<file path="src/rtl/ed6_pkg.sv">
// ----------------------------------------------------------------------------
// ed6_pkg
// Shared widths, types and lane control for the six-axis distance unit.
// ----------------------------------------------------------------------------
package ed6_pkg;

   // largest number of axes one position carries
   localparam int MAX_AXES = 6;

   localparam int COORD_W = 32;              // signed q16.16 coordinate
   localparam int MAG_W   = 32;              // magnitude of an axis difference
   localparam int SQ_W    = 2 * MAG_W;       // exact square
   localparam int SUM_W   = SQ_W + 3;        // sum of up to six squares
   localparam int ROOT_W  = 34;              // unsigned q18.16 distance
   localparam int RAD_W   = 2 * ROOT_W;      // radicand, even number of bits
   localparam int REM_W   = ROOT_W + 3;      // square root partial remainder

   typedef logic signed [COORD_W-1:0] coord_type;
   typedef logic [MAG_W-1:0]          mag_type;
   typedef logic [SQ_W-1:0]           sq_type;
   typedef logic [SUM_W-1:0]          sum_type;
   typedef logic [ROOT_W-1:0]         root_type;
   typedef logic [RAD_W-1:0]          rad_type;
   typedef logic [REM_W-1:0]          rem_type;

   // load enables for the two stages of every lane
   typedef struct packed {
      logic en_diff;
      logic en_sq;
   } lane_ctl_type;

endpackage

</file>
<file path="src/rtl/ed6_lane.sv">
// ----------------------------------------------------------------------------
// ed6_lane
// One axis: absolute difference of two coordinates, then its exact square.
// ----------------------------------------------------------------------------
module ed6_lane
   import ed6_pkg::*;
(
   input  logic         clock,
   input  lane_ctl_type ctl,
   input  coord_type    coord_a,
   input  coord_type    coord_b,
   output sq_type       sq
);

   logic signed [COORD_W:0] diff;
   logic signed [COORD_W:0] diff_abs;
   mag_type                 mag_in;
   mag_type                 mag_ff;
   sq_type                  sq_in;
   sq_type                  sq_ff;

   // 33-bit difference never overflows; magnitude fits in 32 bits
   always_comb begin
      diff     = $signed({coord_a[COORD_W-1], coord_a}) - $signed({coord_b[COORD_W-1], coord_b});
      diff_abs = diff[COORD_W] ? -diff : diff;
      mag_in   = diff_abs[MAG_W-1:0];
   end

   assign sq_in = SQ_W'(mag_ff) * SQ_W'(mag_ff);

   always_ff @(posedge clock) begin
      if (ctl.en_diff) begin
         mag_ff <= mag_in;
      end
      if (ctl.en_sq) begin
         sq_ff <= sq_in;
      end
   end

   assign sq = sq_ff;

endmodule

</file>
<file path="config.mk">
export PLATFORM = sky130hd
export DESIGN_NAME = ed6_lane
export DESIGN_NICKNAME = d
export VERILOG_FILES = /design/src/rtl/ed6_pkg.sv /design/src/rtl/ed6_lane.sv
export SDC_FILE = /design/constraint.sdc
export NUM_CORES = 2
export LEC_CHECK = 0
export BUFFER_PORTS_ARGS = -buffer_cell sky130_fd_sc_hd__buf_2
export CORE_ASPECT_RATIO = 1.4
export CORE_MARGIN = 2
export CORE_UTILIZATION = 35
export DETAILED_ROUTE_END_ITERATION = 6
export GPL_ROUTABILITY_DRIVEN = 0
export PLACE_DENSITY = 0.56
export SLEW_MARGIN = 20
export SYNTH_ARGS = -nofsm -noshare
export SYNTH_HDL_FRONTEND = slang
export SYNTH_SLANG_ARGS = --single-unit
</file>
<file path="constraint.sdc">
create_clock -name clock -period 9.59 [get_ports clock]
set_input_delay 0.4795 -clock clock [delete_from_list [all_inputs] [get_ports clock]]
set_output_delay 0.4795 -clock clock [all_outputs]
set_load 0.01 [all_outputs]
</file>
After elaboration in Yosys (flattened, before gate mapping)
Index checks and enable logic that the tools add are counted.
{"block": "word_totals", "ff_bits": 96, "word_cells": 6, "input_bits": 67, "output_inout_bits": 64}
{"block": "classes", "mul": 1, "n_mux": 1, "addsub": 2}
{"op": "$mul A32 B32 Y64", "n": 1}
{"op": "$sub A32 B32 Y33", "n": 1}
{"op": "$mux W32", "n": 1}
{"op": "$neg A32 Y32", "n": 1}

Logic depth before layout (Yosys ltp)
{"block": "logic_depth", "ltp_word": 3, "depth_mapped": 30, "mapped_depth_nobuf": 27}

Least setup slack after synthesis
OpenSTA, ideal clock, no wires.
{"block": "synth_path", "kind": "register to register", "from": "register mag_ff[27]", "to": "register sq_ff[60] (netlist: sq[60]) (data pin)", "arrival_ns": 7.568, "n_path_buf": 3, "slack_ns": 1.759, "path_stages_with_launch": 29, "path_cell_list": "edfxtp_1 -> clkbuf_1 -> clkbuf_1 -> nand2_1 -> fa_1 -> fa_1 -> inv_1 -> fa_1 -> inv_1 -> fa_1 -> inv_1 -> fa_1 -> fa_1 -> fa_1 -> inv_1 -> fa_1 -> inv_1 -> ha_1 -> clkbuf_1 -> o21ai_0 -> a21oi_1 -> nor2_1 -> nor3_1 -> o211ai_1 -> a211oi_1 -> o31ai_1 -> o41ai_2 -> a41oi_1 -> xnor2_1"}
{"block": "synth_between", "elab_chain_cells": 1}
{"item": "start, declared", "line_no": "ed6_lane.sv:18", "source": "mag_type mag_ff;"}
{"item": "start signal, assigned", "line_no": "ed6_lane.sv:33", "source": "mag_ff <= mag_in;"}
{"item": "$mul A32 B32 Y64", "line_no": "ed6_lane.sv:29", "source": "assign sq_in = SQ_W'(mag_ff) * SQ_W'(mag_ff);"}
{"item": "via sq_in[60]", "line_no": "ed6_lane.sv:19", "source": "sq_type sq_in;"}
{"item": "end signal, assigned", "line_no": "ed6_lane.sv:36", "source": "sq_ff <= sq_in;"}
{"item": "end, declared", "line_no": "ed6_lane.sv:20", "source": "sq_type sq_ff;"}
The timed path passes the listed nets, and every way through them passes these cells.
A chain may end at the register's enable or synchronous reset.

Final worst setup path
{"block": "layout_path", "from": "register mag_ff[18]", "to": "register sq_ff[60] (netlist: sq[60]) (data pin)"}
Same word-level chain as after synthesis.

==> results_dict.tcl <==
set metrics [dict create \
    outcome "completed" \
    start_kind "flop" \
    drv_cap 0 \
    antenna_found_initial 1 \
    critPathMaxFanout 16 \
    rows 137 \
    cts_hold_buf 0 \
    syn2layout_area_growth_pct 7.83 \
    fin_crit_ns 9.19 \
    dr_wl_met3_mm 2.47 \
    cts.repair.resized 0 \
    ant_nets 0 \
    ioPinCount 131 \
    synth_area_per_cell_um2 9.44 \
    wl_met1_mm 36.8 \
    synth-async-reset-ratio_pct 0 \
    start_util_pct 35.3 \
    worstHoldPathType "primary input to flop" \
    ys_types 74 \
    cts_buffers 9 \
    wl_per_cell_um 19.4 \
    reg2reg_from "mag_ff[18]" \
    post_cts_buffers 0 \
    drcViolationCount 0 \
    crit_top_cell "fa_1" \
    crit_path_start "mag_ff[18]" \
    cts_sinks 95 \
    grt.overflow.total 0 \
    crit_type "flop to flop" \
    coreArea_um2 99800 \
    yosysSeqAreaShare_pct 8.10 \
    critPathCaptureType "flop" \
    clk_latency_ns 0.44 \
    synth_seq_cells 95 \
    htreeDepth 3 \
    max_stage_delay_ns 0.82 \
    grt_pass1_vias 28108 \
    cts_root_buf "clkbuf_16" \
    drive_gt1_share_pct 7.36 \
    hold_slack_ns 0.440 \
    path_clk_slew_ns 0.08 \
    post_dp_cell_area_um2 37700 \
    io_buffers 129 \
    die-height_um 379 \
    finish.instance_area_um2 38000 \
    holdPathStages 1 \
    synth_fp_nets 4920 \
    finClkSkew_ns 0.0246 \
    netlist_area_um2 35200 \
    die_w_um 272 \
    finalSetupTns_ns 0 \
    finalCritPeriodShare_pct 95.8 \
    cp.arrival_ns 9.37 \
    tightest_slew_ns 0.965 \
    routed_wirelength_mm 99.7 \
    yosys_warnings 0 \
    vias 24831 \
    cts_tree "built" \
    drtIter0Drc 1077 \
    max_freq_mhz 109 \
    grt_max_degree 45 \
    finalNetCount 5003 \
    fin_util_pct 38.1 \
    die-area_um2 103000 \
    drv_slew 0 \
    synth_cells 3730 \
    grt_pass1_wl_mm 156 \
    crit_slowest_cell "edfxtp_1" \
    synth_edf_count 95 \
    synthFlopType "edfxtp_1" \
    dp_hpwl_mm 86.2 \
    hold_viol_final 0 \
    cts_buffer_depth 2 \
    drt_first_pass_iters 7 \
    rsz0062_at_grt "no" \
    r2r_cells 28 \
    grt.total_usage_pct 20.0 \
    top_layer "met5" \
    vias_per_cell 4.83 \
    routed-wl-met2_mm 56.0 \
    fillers 10232 \
    finalSetupViolations 0 \
    relSlewSlack_pct 35.1 \
    min_from "ctl[0]" \
    crit_required_ns 9.77 \
]
worst max-delay path: cells and delay by family (launching register included):
| kind | cells | cell delay, ns |
|---|---|---|
| AO/OA/AOI/OAI | 5 | 1.33 |
| flip-flops | 1 | 0.82 |
| buffers and inverters | 8 | 1.16 |
| XOR/XNOR | 1 | 0.18 |
| adder cells (fa/ha/maj) | 9 | 4.32 |
| AND/OR/NAND/NOR | 5 | 1.10 |
metrics by stage:
| stage | worst slack, ns | std cells |
|---|---|---|
| CTS | 0.408 | 5138 |
| finish | 0.401 | 5139 |
| detailed placement | 0.448 | 5122 |
| global placement | 0.485 | 5122 |
| floorplan | 1.76 | 3730 |
| global route | 0.0122 | 5138 |
flip-flops by register name, indices dropped and copies added, names as in the netlist:
signal and flops:
mag_ff 32, sq 63
final timing paths:
check,slack (ns),endpoint
hold reg to reg,1.10,sq[0]
hold / removal,0.44,sq[50]
setup / recovery,0.40,sq[60]
setup reg to reg,0.40,sq[60]
cells in the final DEF, fill, tap and decap left out, drive strengths merged, types with 16 or more instances in the layout:
cell type     n
inv        1019
fa          795
ha          328
nand2       327
and2        236
buf         222
a21oi       115
edfxtp       95
xnor2        89
nor2         82
o21ai        75
xor2         58
a21o         50
nor2b        27
a31oi        24
o21bai       23
nand3        22
nand4        22
nor3         22
a31o         18
and3         16
cells by family (layout without fill, tap and decap cells):
kind of cell	after synthesis	count (layout)	synth area share, %
mux	7	7	0.206
fa+ha+maj	1123	1123	56.8
other cells	1	2	0.0106
compound gates	396	396	7.52
xor+xnor	147	147	3.65
buf+inv	1166	1254	12.5
flops	95	95	8.10
simple gates	795	795	11.2
cell usage after synthesis, types with 3 or more instances:
master / instances / area (µm²)
a2111oi_0: 4 / 35.0
a211o_1: 3 / 26.3
a211oi_1: 13 / 97.6
a21o_1: 50 / 375
a21oi_1: 115 / 576
a221oi_1: 6 / 52.6
a22oi_1: 5 / 37.5
a31o_2: 18 / 158
a31oi_1: 24 / 150
a41oi_1: 4 / 35.0
and2_1: 235 / 1470
and3_1: 16 / 100
and4_1: 6 / 52.6
buf_1: 3 / 11.3
buf_2: 10 / 50.1
clkbuf_1: 135 / 507
edfxtp_1: 95 / 2850
fa_1: 795 / 15900
ha_1: 328 / 4100
inv_1: 1016 / 3810
mux2i_1: 5 / 50.1
nand2_1: 327 / 1230
nand2b_1: 11 / 68.8
nand3_1: 22 / 110
nand3b_1: 3 / 22.5
nand4_1: 22 / 138
nor2_1: 82 / 308
nor2b_1: 27 / 169
nor3_1: 22 / 110
nor4_1: 3 / 18.8
o211ai_1: 10 / 75.1
o21a_1: 6 / 45.0
o21ai_0: 68 / 340
o21ai_1: 7 / 35.0
o21bai_1: 23 / 173
o31a_1: 3 / 26.3
o31ai_1: 8 / 60.1
or2_2: 6 / 37.5
or3_1: 3 / 18.8
xnor2_1: 89 / 780
xor2_1: 58 / 508
final cells by class:
cell class / instances / area (µm²) / area share, %
timing repair buffer: 222 / 1380 / 3.64
inverter: 1016 / 3810 / 10.0
tap: 1320 / 1650 / 4.35
clock buffer: 9 / 225 / 0.593
multi-input combinational: 2469 / 28000 / 73.7
antenna: 1 / 2.50 / 0.00659
clock inverter: 7 / 78.8 / 0.208
sequential: 95 / 2850 / 7.51
per-layer routing:
metal  up-vias  track usage, %
li1      11388               -
met3       180            1.87
met4         2            8.58
met2       481            39.2
met5         -               0
met1     12780            21.7
Power is not shown: default switching activity piles up to over one toggle a cycle in this logic, so the estimate is an artifact.
