==> src/rtl/ed6_pkg.sv <==
// ----------------------------------------------------------------------------
// ed6_pkg
// Shared widths, types and lane control for the six-axis distance unit.
// ----------------------------------------------------------------------------
package ed6_pkg;

   // largest number of axes one position carries
   localparam int MAX_AXES = 6;

   localparam int COORD_W = 32;              // signed q16.16 coordinate
   localparam int MAG_W   = 32;              // magnitude of an axis difference
   localparam int SQ_W    = 2 * MAG_W;       // exact square
   localparam int SUM_W   = SQ_W + 3;        // sum of up to six squares
   localparam int ROOT_W  = 34;              // unsigned q18.16 distance
   localparam int RAD_W   = 2 * ROOT_W;      // radicand, even number of bits
   localparam int REM_W   = ROOT_W + 3;      // square root partial remainder

   typedef logic signed [COORD_W-1:0] coord_type;
   typedef logic [MAG_W-1:0]          mag_type;
   typedef logic [SQ_W-1:0]           sq_type;
   typedef logic [SUM_W-1:0]          sum_type;
   typedef logic [ROOT_W-1:0]         root_type;
   typedef logic [RAD_W-1:0]          rad_type;
   typedef logic [REM_W-1:0]          rem_type;

   // load enables for the two stages of every lane
   typedef struct packed {
      logic en_diff;
      logic en_sq;
   } lane_ctl_type;

endpackage

==> src/rtl/ed6_sum.sv <==
// ----------------------------------------------------------------------------
// ed6_sum
// Registered adder tree merging the lane squares into one exact sum.
// ----------------------------------------------------------------------------
module ed6_sum
   import ed6_pkg::*;
(
   input  logic    clock,
   input  logic    reset,
   input  logic    in_valid,
   output logic    in_ready,
   input  sq_type  sq [MAX_AXES],
   output logic    out_valid,
   input  logic    out_ready,
   output sum_type sum
);

   localparam int STAGES = 3;

   logic [STAGES-1:0] v_ff;
   logic [STAGES-1:0] v_in;
   logic [STAGES:0]   move;

   logic [SQ_W:0]   pair_in [3];
   logic [SQ_W:0]   pair_ff [3];
   logic [SQ_W+1:0] quad_in;
   logic [SQ_W+1:0] quad_ff;
   logic [SQ_W:0]   rest_ff;
   sum_type         sum_in;
   sum_type         sum_ff;

   // a stage moves when it is empty or the one after it moves
   always_comb begin
      move[STAGES] = out_ready;
      for (int i = STAGES - 1; i >= 0; i--) begin
         move[i] = !v_ff[i] || move[i+1];
      end
      v_in = {v_ff[STAGES-2:0], in_valid};
   end

   always_comb begin
      for (int p = 0; p < 3; p++) begin
         pair_in[p] = (SQ_W+1)'(sq[2*p]) + (SQ_W+1)'(sq[2*p+1]);
      end
      quad_in = (SQ_W+2)'(pair_ff[0]) + (SQ_W+2)'(pair_ff[1]);
      sum_in  = SUM_W'(quad_ff) + SUM_W'(rest_ff);
   end

   always_ff @(posedge clock) begin
      if (reset) begin
         v_ff <= '0;
      end else begin
         for (int i = 0; i < STAGES; i++) begin
            if (move[i]) begin
               v_ff[i] <= v_in[i];
            end
         end
      end
   end

   always_ff @(posedge clock) begin
      if (move[0]) begin
         pair_ff <= pair_in;
      end
      if (move[1]) begin
         quad_ff <= quad_in;
         rest_ff <= pair_ff[2];
      end
      if (move[2]) begin
         sum_ff <= sum_in;
      end
   end

   assign in_ready  = move[0];
   assign out_valid = v_ff[STAGES-1];
   assign sum       = sum_ff;

endmodule

==> config.mk <==
export PLATFORM = sky130hd
export DESIGN_NAME = ed6_sum
export DESIGN_NICKNAME = d
export VERILOG_FILES = /design/src/rtl/ed6_pkg.sv /design/src/rtl/ed6_sum.sv
export SDC_FILE = /design/constraint.sdc
export NUM_CORES = 1
export LEC_CHECK = 0
export CELL_PAD_IN_SITES_DETAIL_PLACEMENT = 0
export CELL_PAD_IN_SITES_GLOBAL_PLACEMENT = 1
export CORE_UTILIZATION = 40
export DETAILED_ROUTE_END_ITERATION = 16
export DONT_BUFFER_PORTS = 1
export MAX_ROUTING_LAYER = met4
export PLACE_DENSITY_LB_ADDON = 0.15
export SYNTH_ARGS = -nofsm -noshare
export SYNTH_HDL_FRONTEND = slang
export SYNTH_SLANG_ARGS = --single-unit
==> constraint.sdc <==
create_clock -name clock -period 7.5 [get_ports clock]
set_input_delay 0.75 -clock clock [delete_from_list [all_inputs] [get_ports clock]]
set_output_delay 0.75 -clock clock [all_outputs]
set_load 0.1 [all_outputs]
Word-level counts from Yosys, hierarchy flattened
Cells that the tools add are included.

Add/subtract/negate cells: 5. Reductions and logical operators: 6.

Operators with widths (count): adder 64 x 64 -> 65 bit (3); adder 66 x 65 -> 67 bit (1); adder 65 x 65 -> 66 bit (1); zero test 1 bit (3); logical OR 1 bit (3).

Output and inout port bits: 69. Register bits: 396.

Depth between registers and ports, before layout
Gate-level depths: netlist of the first run.

Word-level depth: 4. Gate-level depth with buffers: 12. Gate-level depth less buffers: 12.

Least setup slack after synthesis of the first run
OpenSTA, ideal clock, no wires.

Kind: register to register. Start: register v_ff[2]. End: register pair_ff[0] (netlist bit), enable pin. Library setup time: 1.777 ns. Cell stages (with the launch flop): 4. Path slack: 0.647 ns. Period minus slack after synthesis: 6.853 ns. Arrival time: 5.076 ns. Buffers on the path: 0. Data required time: 5.723 ns. Path through: dfxtp_1 -> nor2b_1 -> and2_1 -> nand2_1.

Longest elaborated chain between the ends: 4.

RTL lines: from (decl) (RTL line ed6_sum.sv:20) `logic [STAGES-1:0] v_ff;`; from (signal, indexed assignment) (RTL line ed6_sum.sv:55) `v_ff[i] <= v_in[i];`; zero test 1 bit (RTL line ed6_sum.sv:36) `move[i] = !v_ff[i] || move[i+1];`; logical OR 1 bit (3 in a row) (RTL line ed6_sum.sv:36); named net in_ready (RTL line ed6_sum.sv:11) `output logic in_ready,`; to (signal assigned) (RTL line ed6_sum.sv:63) `pair_ff <= pair_in;`; to (decl) (RTL line ed6_sum.sv:25) `logic [SQ_W:0] pair_ff [3];`.

The timed path passes the listed nets, and every way through them passes these cells. A chain may end at the register's enable or synchronous reset.

==> results of run 1 <==
## cell type report
class | count | share of cell area (%)
repair buffers | 6 | 0.133
inverters | 108 | 1.20
flip-flops and latches | 396 | 35.0
clock buffers | 57 | 3.80
multi-input cells | 2704 | 55.0
diodes | 6 | 0.0443
clock inverters | 33 | 0.968
well taps | 1040 | 3.84
## worst max path at each step
stage                                   to                 start  cells after the start
global route        pair_ff[127]$_DFFE_PP_               sq[128]                     11
floorplan             pair_ff[0]$_DFFE_PP_  v_ff[2]$_SDFFE_PP0P_                      3
finish              pair_ff[127]$_DFFE_PP_               sq[128]                     10
CTS                 pair_ff[127]$_DFFE_PP_               sq[128]                     10
detailed placement  pair_ff[127]$_DFFE_PP_               sq[128]                     10
global placement    pair_ff[127]$_DFFE_PP_               sq[128]                     10
## per-stage QoR
stage                     utilization (%)  hold slack (ps)
final                                43.6              222
after global routing                 43.6              196
after CTS                            43.6              185
after detailed placement             41.5              405
after global placement               41.5              401
after floorplan                         -              400
## power by group through the flow
| stage | Sequential (mW) | Combinational [mW] | Clock (mW) |
|---|---|---|---|
| after floorplan | 5.09 | 4.16 | 0 |
| after global placement | 5.37 | 5.52 | 0 |
| after detailed placement | 5.38 | 5.55 | 0 |
| after CTS | 5.34 | 5.57 | 2.45 |
| after global routing | 5.41 | 6.20 | 2.53 |
| final | 5.34 | 5.60 | 2.38 |
## flip-flops by register name (all words and copies together), names as in the netlist
signal / flops
quad_ff: 66
sum: 67
rest_ff: 65
pair_ff: 195
v_ff: 3
## synth_stat cells, drive strengths merged (55+ instances only)
| master | number |
|---|---|
| nand3 | 77 |
| xor2 | 108 |
| a21o | 148 |
| o21bai | 69 |
| a31oi | 55 |
| xnor2 | 180 |
| edfxtp | 393 |
| o21ai | 209 |
| a21oi | 406 |
| clkbuf | 125 |
| nor3 | 61 |
| nand4 | 93 |
| ha | 322 |
| nand2 | 263 |
| nor2 | 199 |
| inv | 108 |
## cell usage in the layout (no fill, tap or decap), types with 32 or more instances in the layout
cell type | synthesis | layout
nand2_1 | 263 | 262
o21a_1 | 43 | 43
o21ai_0 | 203 | 203
inv_1 | 108 | 106
nand4_1 | 93 | 93
nor3_1 | 61 | 61
nor2_1 | 199 | 199
clkbuf_16 | 0 | 49
xnor2_1 | 180 | 180
o21bai_1 | 69 | 69
a211oi_1 | 32 | 32
ha_1 | 322 | 322
nand2b_1 | 32 | 32
nand3_1 | 77 | 77
edfxtp_1 | 393 | 393
a31oi_1 | 55 | 55
and3_1 | 39 | 39
a21oi_1 | 404 | 404
xor2_1 | 108 | 108
a21o_1 | 148 | 148
## routing by layer
layer | track usage, % | wire length (um) | vias to the layer above
li1 | - | - | 12582
met1 | 34.2 | 46300 | 12386
met2 | 39.0 | 45300 | 891
met3 | 3.62 | 6010 | 139
met4 | 7.79 | 2990 | 0
met5 | - | 0 | -
## cell families after synthesis
kind of cell	after synthesis	share of synthesized area (%)
simple gates	911	14.2
mux	5	0.159
buf+inv	242	2.92
xor+xnor	288	8.04
fa+ha+maj	327	13.2
compound gates	1173	23.8
flops	396	37.8
## worst max-delay path: stages
cell	delay (ps)
ha_1	220
fa_1	430
a211oi_1	340
o21ai_0	280
nand3_1	210
a21oi_1	110
o311ai_0	1200
a31oi_1	390
a31oi_1	420
o311ai_0	220
==> out/metrics.yaml, run 1 <==
final_layout:
  area_growth_pct: 7.89
  nNetsFinal: 3979
  nFillCells: 7649
  stdcell_area_sq_mm: 0.0339
  drive_gt1_share_pct: 3.72
  regArea_sq_mm: 0.0119
  fin_cells: 4350
  multi_input_area_sq_mm: 0.0186
route:
  drc: 0
  dr.pass1.iters: 6
  vias: 25998
  drt-initial-drc-count: 1862
  drtAntennaViolNets: 0
  routed_via_density: 5.98
  wirelength_um: 101000
  wl_per_cell_um: 23.1
sta:
  period_share_pct: 56.9
  post-route-min-period_ps: 4270
  finalWorstSetupSlack_ps: 3230
  tightest_slew_ps: 1480
  fmax_mhz: 234
  rsz0062_at_grt: "false"
  setup_viol: 0
  slew_headroom_pct: -0.197
  setup_tns_ps: 0
  slew_viol_final: 1
  final-hold-violation-count: 0
  clock_skew_ps: 27.0
clock_tree:
  root_buffer: "clkbuf_16"
  cts_resized: 0
  post_cts_buffers: 0
  clk_pin_slew_ps: 60
  cts_hold_buf: 0
  ctsHtreeMaxLevel: 2
  cts_tree: "yes"
  cts_max_path_buffers: 3
  numCtsBuffers: 48
  clock_sinks: 396
  clock_latency_ps: 600
job:
  cap_violations: 1
power_and_ir_drop:
  seqPwrFrac_pct: 40.1
  leakage_nw: 13.6
  switching_power_mw: 6.24
  power_mw: 13.3
  vdd_ir_drop_max_mv: 0.193
  pwr-share-comb_pct: 42.1
  clock_power_share_pct: 17.8
  power_density_mw_per_mm2: 393
  p_sw_share_pct: 46.8
  cellInternalPower_mw: 7.09
status:
  status: "finished with violations"
  violations: "max-capacitance violations, max-slew violations"
global_routing:
  antenna_found_initial: 6
  grt-ovfl-total: 0
  grt_pass1_vias: 25503
  grt_max_degree: 79
  grt_first_pass_wirelength_um: 150000
  grtUsageTotal_pct: 25.3
critical_path:
  critPathLaunchType: "primary input"
  cp_data_required_time_ps: 7800
  critPathKind: "in2reg"
  crit_fanout: 4
  regToRegSetupSlack_ps: 3650
  reg2reg_from: "quad_ff[5]$_DFFE_PP_"
  reg2regPathDepth: 10
  end_kind: "register"
  r2r-end: "sum[66]$_DFFE_PP_"
  crit_arrival_ps: 4570
placed_design:
  place_ws_ps: 2780
  dp_hpwl_um: 83300
  gp_congestion: 0.951
  place_area_sq_mm: 0.0322
  io_buffers: 0
  placedCellCount: 4254
die:
  rows: 102
  pin_count: 457
  core_region_area_sq_mm: 0.0776
  dieWidth_um: 282
  dieHeight_um: 282
  dieArea_sq_mm: 0.0796
  initial_core_util_pct: 40.4
yosys:
  synth_edf_count: 393
  synth_area_leaders: "edfxtp_1, ha_1, a21oi_1"
  syn_inst: 3342
  synth_warnings: 0
  synth_top_area_share_pct: 37.6
  ys_async_sr_fraction_pct: 0
  synth_top_area_cell: "edfxtp_1"
  ys_seq_area_share_pct: 37.8
  avgSynthCellArea_sq_um: 9.39
  synthFlopType: "edfxtp_1"
  syn_area_sq_mm: 0.0314
  yosys_register_bits: 396
  synthDistinctLibCells: 85
  synth_nets: 4057
worst_hold_path:
  holdPathStages: 1
  hold_path_class: "in2reg"
  hold_path_end: "v_ff[0]$_SDFFE_PP0P_"
  hp-start: "reset"
(Power assumes the default switching activity.)
==> run 2: changes to the inputs <==
==> constraint.sdc (replaced) <==
create_clock -name clock -period 3.4 [get_ports clock]
set_input_delay 0.34 -clock clock [delete_from_list [all_inputs] [get_ports clock]]
set_output_delay 0.34 -clock clock [all_outputs]
set_load 0.1 [all_outputs]
==> out/metrics.yaml, run 2 (synthesis gave the netlist of run 1 again) <==
placed_design:
  place_ws_ps: -141  # was 2780 ps
  placedCellCount: 4506  # was 4254
  gp_congestion: 0.980  # was 0.951
  place_area_sq_mm: 0.0342  # was 0.0322 sq mm
  dp_hpwl_um: 85500  # was 83300 um
  io_buffers: 0  # unchanged
final_layout:
  regArea_sq_mm: 0.0119  # about the same
  largest_reg_flops: 195  # unchanged
  regMostFlops: "pair_ff"  # unchanged
  nFillCells: 7567  # was 7649
  multi_input_area_sq_mm: 0.0187  # was 0.0186 sq mm
  fin_cells: 4602  # was 4350
  final_cell_mix: "a21oi_1, edfxtp_1, ha_1"  # unchanged
  area_growth_pct: 14.4  # was 7.89%
  nNetsFinal: 4237  # was 3979
  stdcell_area_sq_mm: 0.0359  # was 0.0339 sq mm
  final_common_cell: "a21oi_1"  # unchanged
  drive_gt1_share_pct: 10.7  # was 3.72%
sta:
  post-route-min-period_ps: 3280
  setup_viol: 0  # unchanged
  final-hold-violation-count: 0  # unchanged
  clock_skew_ps: 27.3  # was 27.0 ps
  finalWorstSetupSlack_ps: 120  # was 3230 ps
  whs_ps: 44.5  # was 222 ps
  tightest_slew_ps: 1000  # was 1480 ps
  slew_viol_final: 0  # was 1
  slew_headroom_pct: 33.3  # was -0.197%
  period_share_pct: 96.5
  fmax_mhz: 305
clock_tree:
  clk_pin_slew_ps: 60  # about the same
  cts_max_path_buffers: 3  # unchanged
  clock_sinks: 396  # unchanged
  cts_tree: "yes"  # unchanged
  root_buffer: "clkbuf_16"  # unchanged
  clock_latency_ps: 590  # was 600 ps
  ctsHtreeMaxLevel: 2  # unchanged
  numCtsBuffers: 46  # was 48
status:
  status: "completed"  # was finished with violations
global_routing:
  grt_pass1_vias: 26160  # was 25503
  grt_max_degree: 135  # was 79
  grt_first_pass_wirelength_um: 154000  # was 150000 um
  grt-ovfl-total: 0  # unchanged
  antenna_found_initial: 3  # was 6
  grtUsageTotal_pct: 25.8  # was 25.3%
route:
  vias: 26826  # was 25998
  drc: 0  # unchanged
  dr.pass1.iters: 5  # was 6
  wirelength_um: 103000  # was 101000 um
  routed_via_density: 5.83  # was 5.98
  drtAntennaViolNets: 0  # unchanged
  wl_per_cell_um: 22.4  # was 23.1 um
  drt-initial-drc-count: 1784  # was 1862
critical_path:
  end_kind: "register"  # unchanged
  crit_arrival_ps: 3610  # was 4570 ps
  cp_data_required_time_ps: 3730  # was 7800 ps
  critPathLaunchType: "register"  # was primary input
  crit_fanout: 4  # unchanged
  critPathKind: "reg2reg"  # was in2reg
die:
  dieHeight_um: 282  # unchanged
  dieArea_sq_mm: 0.0796  # unchanged
  rows: 102  # unchanged
  dieWidth_um: 282  # unchanged
  pin_count: 457  # unchanged
  core_region_area_sq_mm: 0.0776  # unchanged
  initial_core_util_pct: 40.4  # unchanged
power_and_ir_drop:
  leakage_nw: 14.8  # was 13.6 nW
  power_density_mw_per_mm2: 863  # was 393 mW/mm^2
  power_mw: 31.0  # was 13.3 mW
  vdd_ir_drop_max_mv: 0.451  # was 0.193 mV
job:
  cap_violations: 0  # was 1
worst_hold_path:
  hold_path_class: "in2reg"  # unchanged
[run 2: cell count changes in the layout (fill, tap and decap cells not counted), moves of 4 or more]
cell           previous run  this run
o21ai_0                 203       198
clkinv_4                  0         4
buf_4                     6       256
dlygate4sd3_1             0         7
a2111oi_0                 8         4
o21ai_1                   6        10
diode_2                   6         2
clkinvlp_4                7         3
clkinv_1                  4         8
[run 2: cell type report]
cell class	instances	share of cell area (%)
Sequential cell	396	33.1
Tap cell	1040	3.62
Multi-Input combinational cell	2704	52.2
Timing Repair Buffer	266	5.72
Clock inverter	33	0.938
Antenna cell	2	0.0139
Inverter	108	1.14
Clock buffer	53	3.34
[run 2: repair_timing]
| item | in CTS | in global routing |
|---|---|---|
| hold endpoints to repair | 6 | 0 |
| buffers inserted | 0 | 1 |
| hold buffers | 7 | 0 |
| gates resized for setup | 4 | 24 |
| setup endpoints to repair | 10 | 23 |
| pin swaps | 0 | 6 |
[run 2: stage by stage]
stage                     TNS, ps  utilization (%)
after floorplan                 0                -
after global placement       -636             44.0
after detailed placement     -966             44.0
after CTS                       0             46.1
after global routing        -17.2             46.3
final                           0             46.3
[run 2: worst max-delay path, stage by stage (launching register included)]
cell,delay [ps]
edfxtp_1,380
ha_1,320
buf_4,160
or3_1,350
a211o_1,290
o2111a_2,200
a221o_2,390
and4_4,200
or2_4,260
a21oi_4,210
o211ai_2,120
xor2_1,150
[run 2: worst paths after layout]
check             cells past startpoint                 start                     to  slack [ps]
setup / recovery                     11  quad_ff[5]$_DFFE_PP_      sum[63]$_DFFE_PP_         120
hold / removal                        1               sq[192]  pair_ff[65]$_DFFE_PP_          40
setup reg to reg                     11  quad_ff[5]$_DFFE_PP_      sum[63]$_DFFE_PP_         120
hold reg to reg                       0  pair_ff[2]$_DFFE_PP_   rest_ff[2]$_DFFE_PP_         400
[run 2: where the power goes]
| group | leakage, nW | total (mW) | switching, mW | internal (mW) |
|---|---|---|---|---|
| clock | 0.750 | 5.02 | 2.09 | 2.94 |
| sequential | 4.19 | 11.6 | 3.86 | 7.78 |
| combinational | 9.91 | 14.3 | 8.36 | 5.94 |
[run 2: per-layer routing]
layer	part of all wire [%]	up-vias	routed length (um)	GRT usage, %
met5	0	-	0	-
met4	2.3	0	2370	6.40
met3	5.6	122	5810	3.71
met2	45	774	46600	40.2
met1	47	12861	48400	35.2
li1	-	13069	-	-
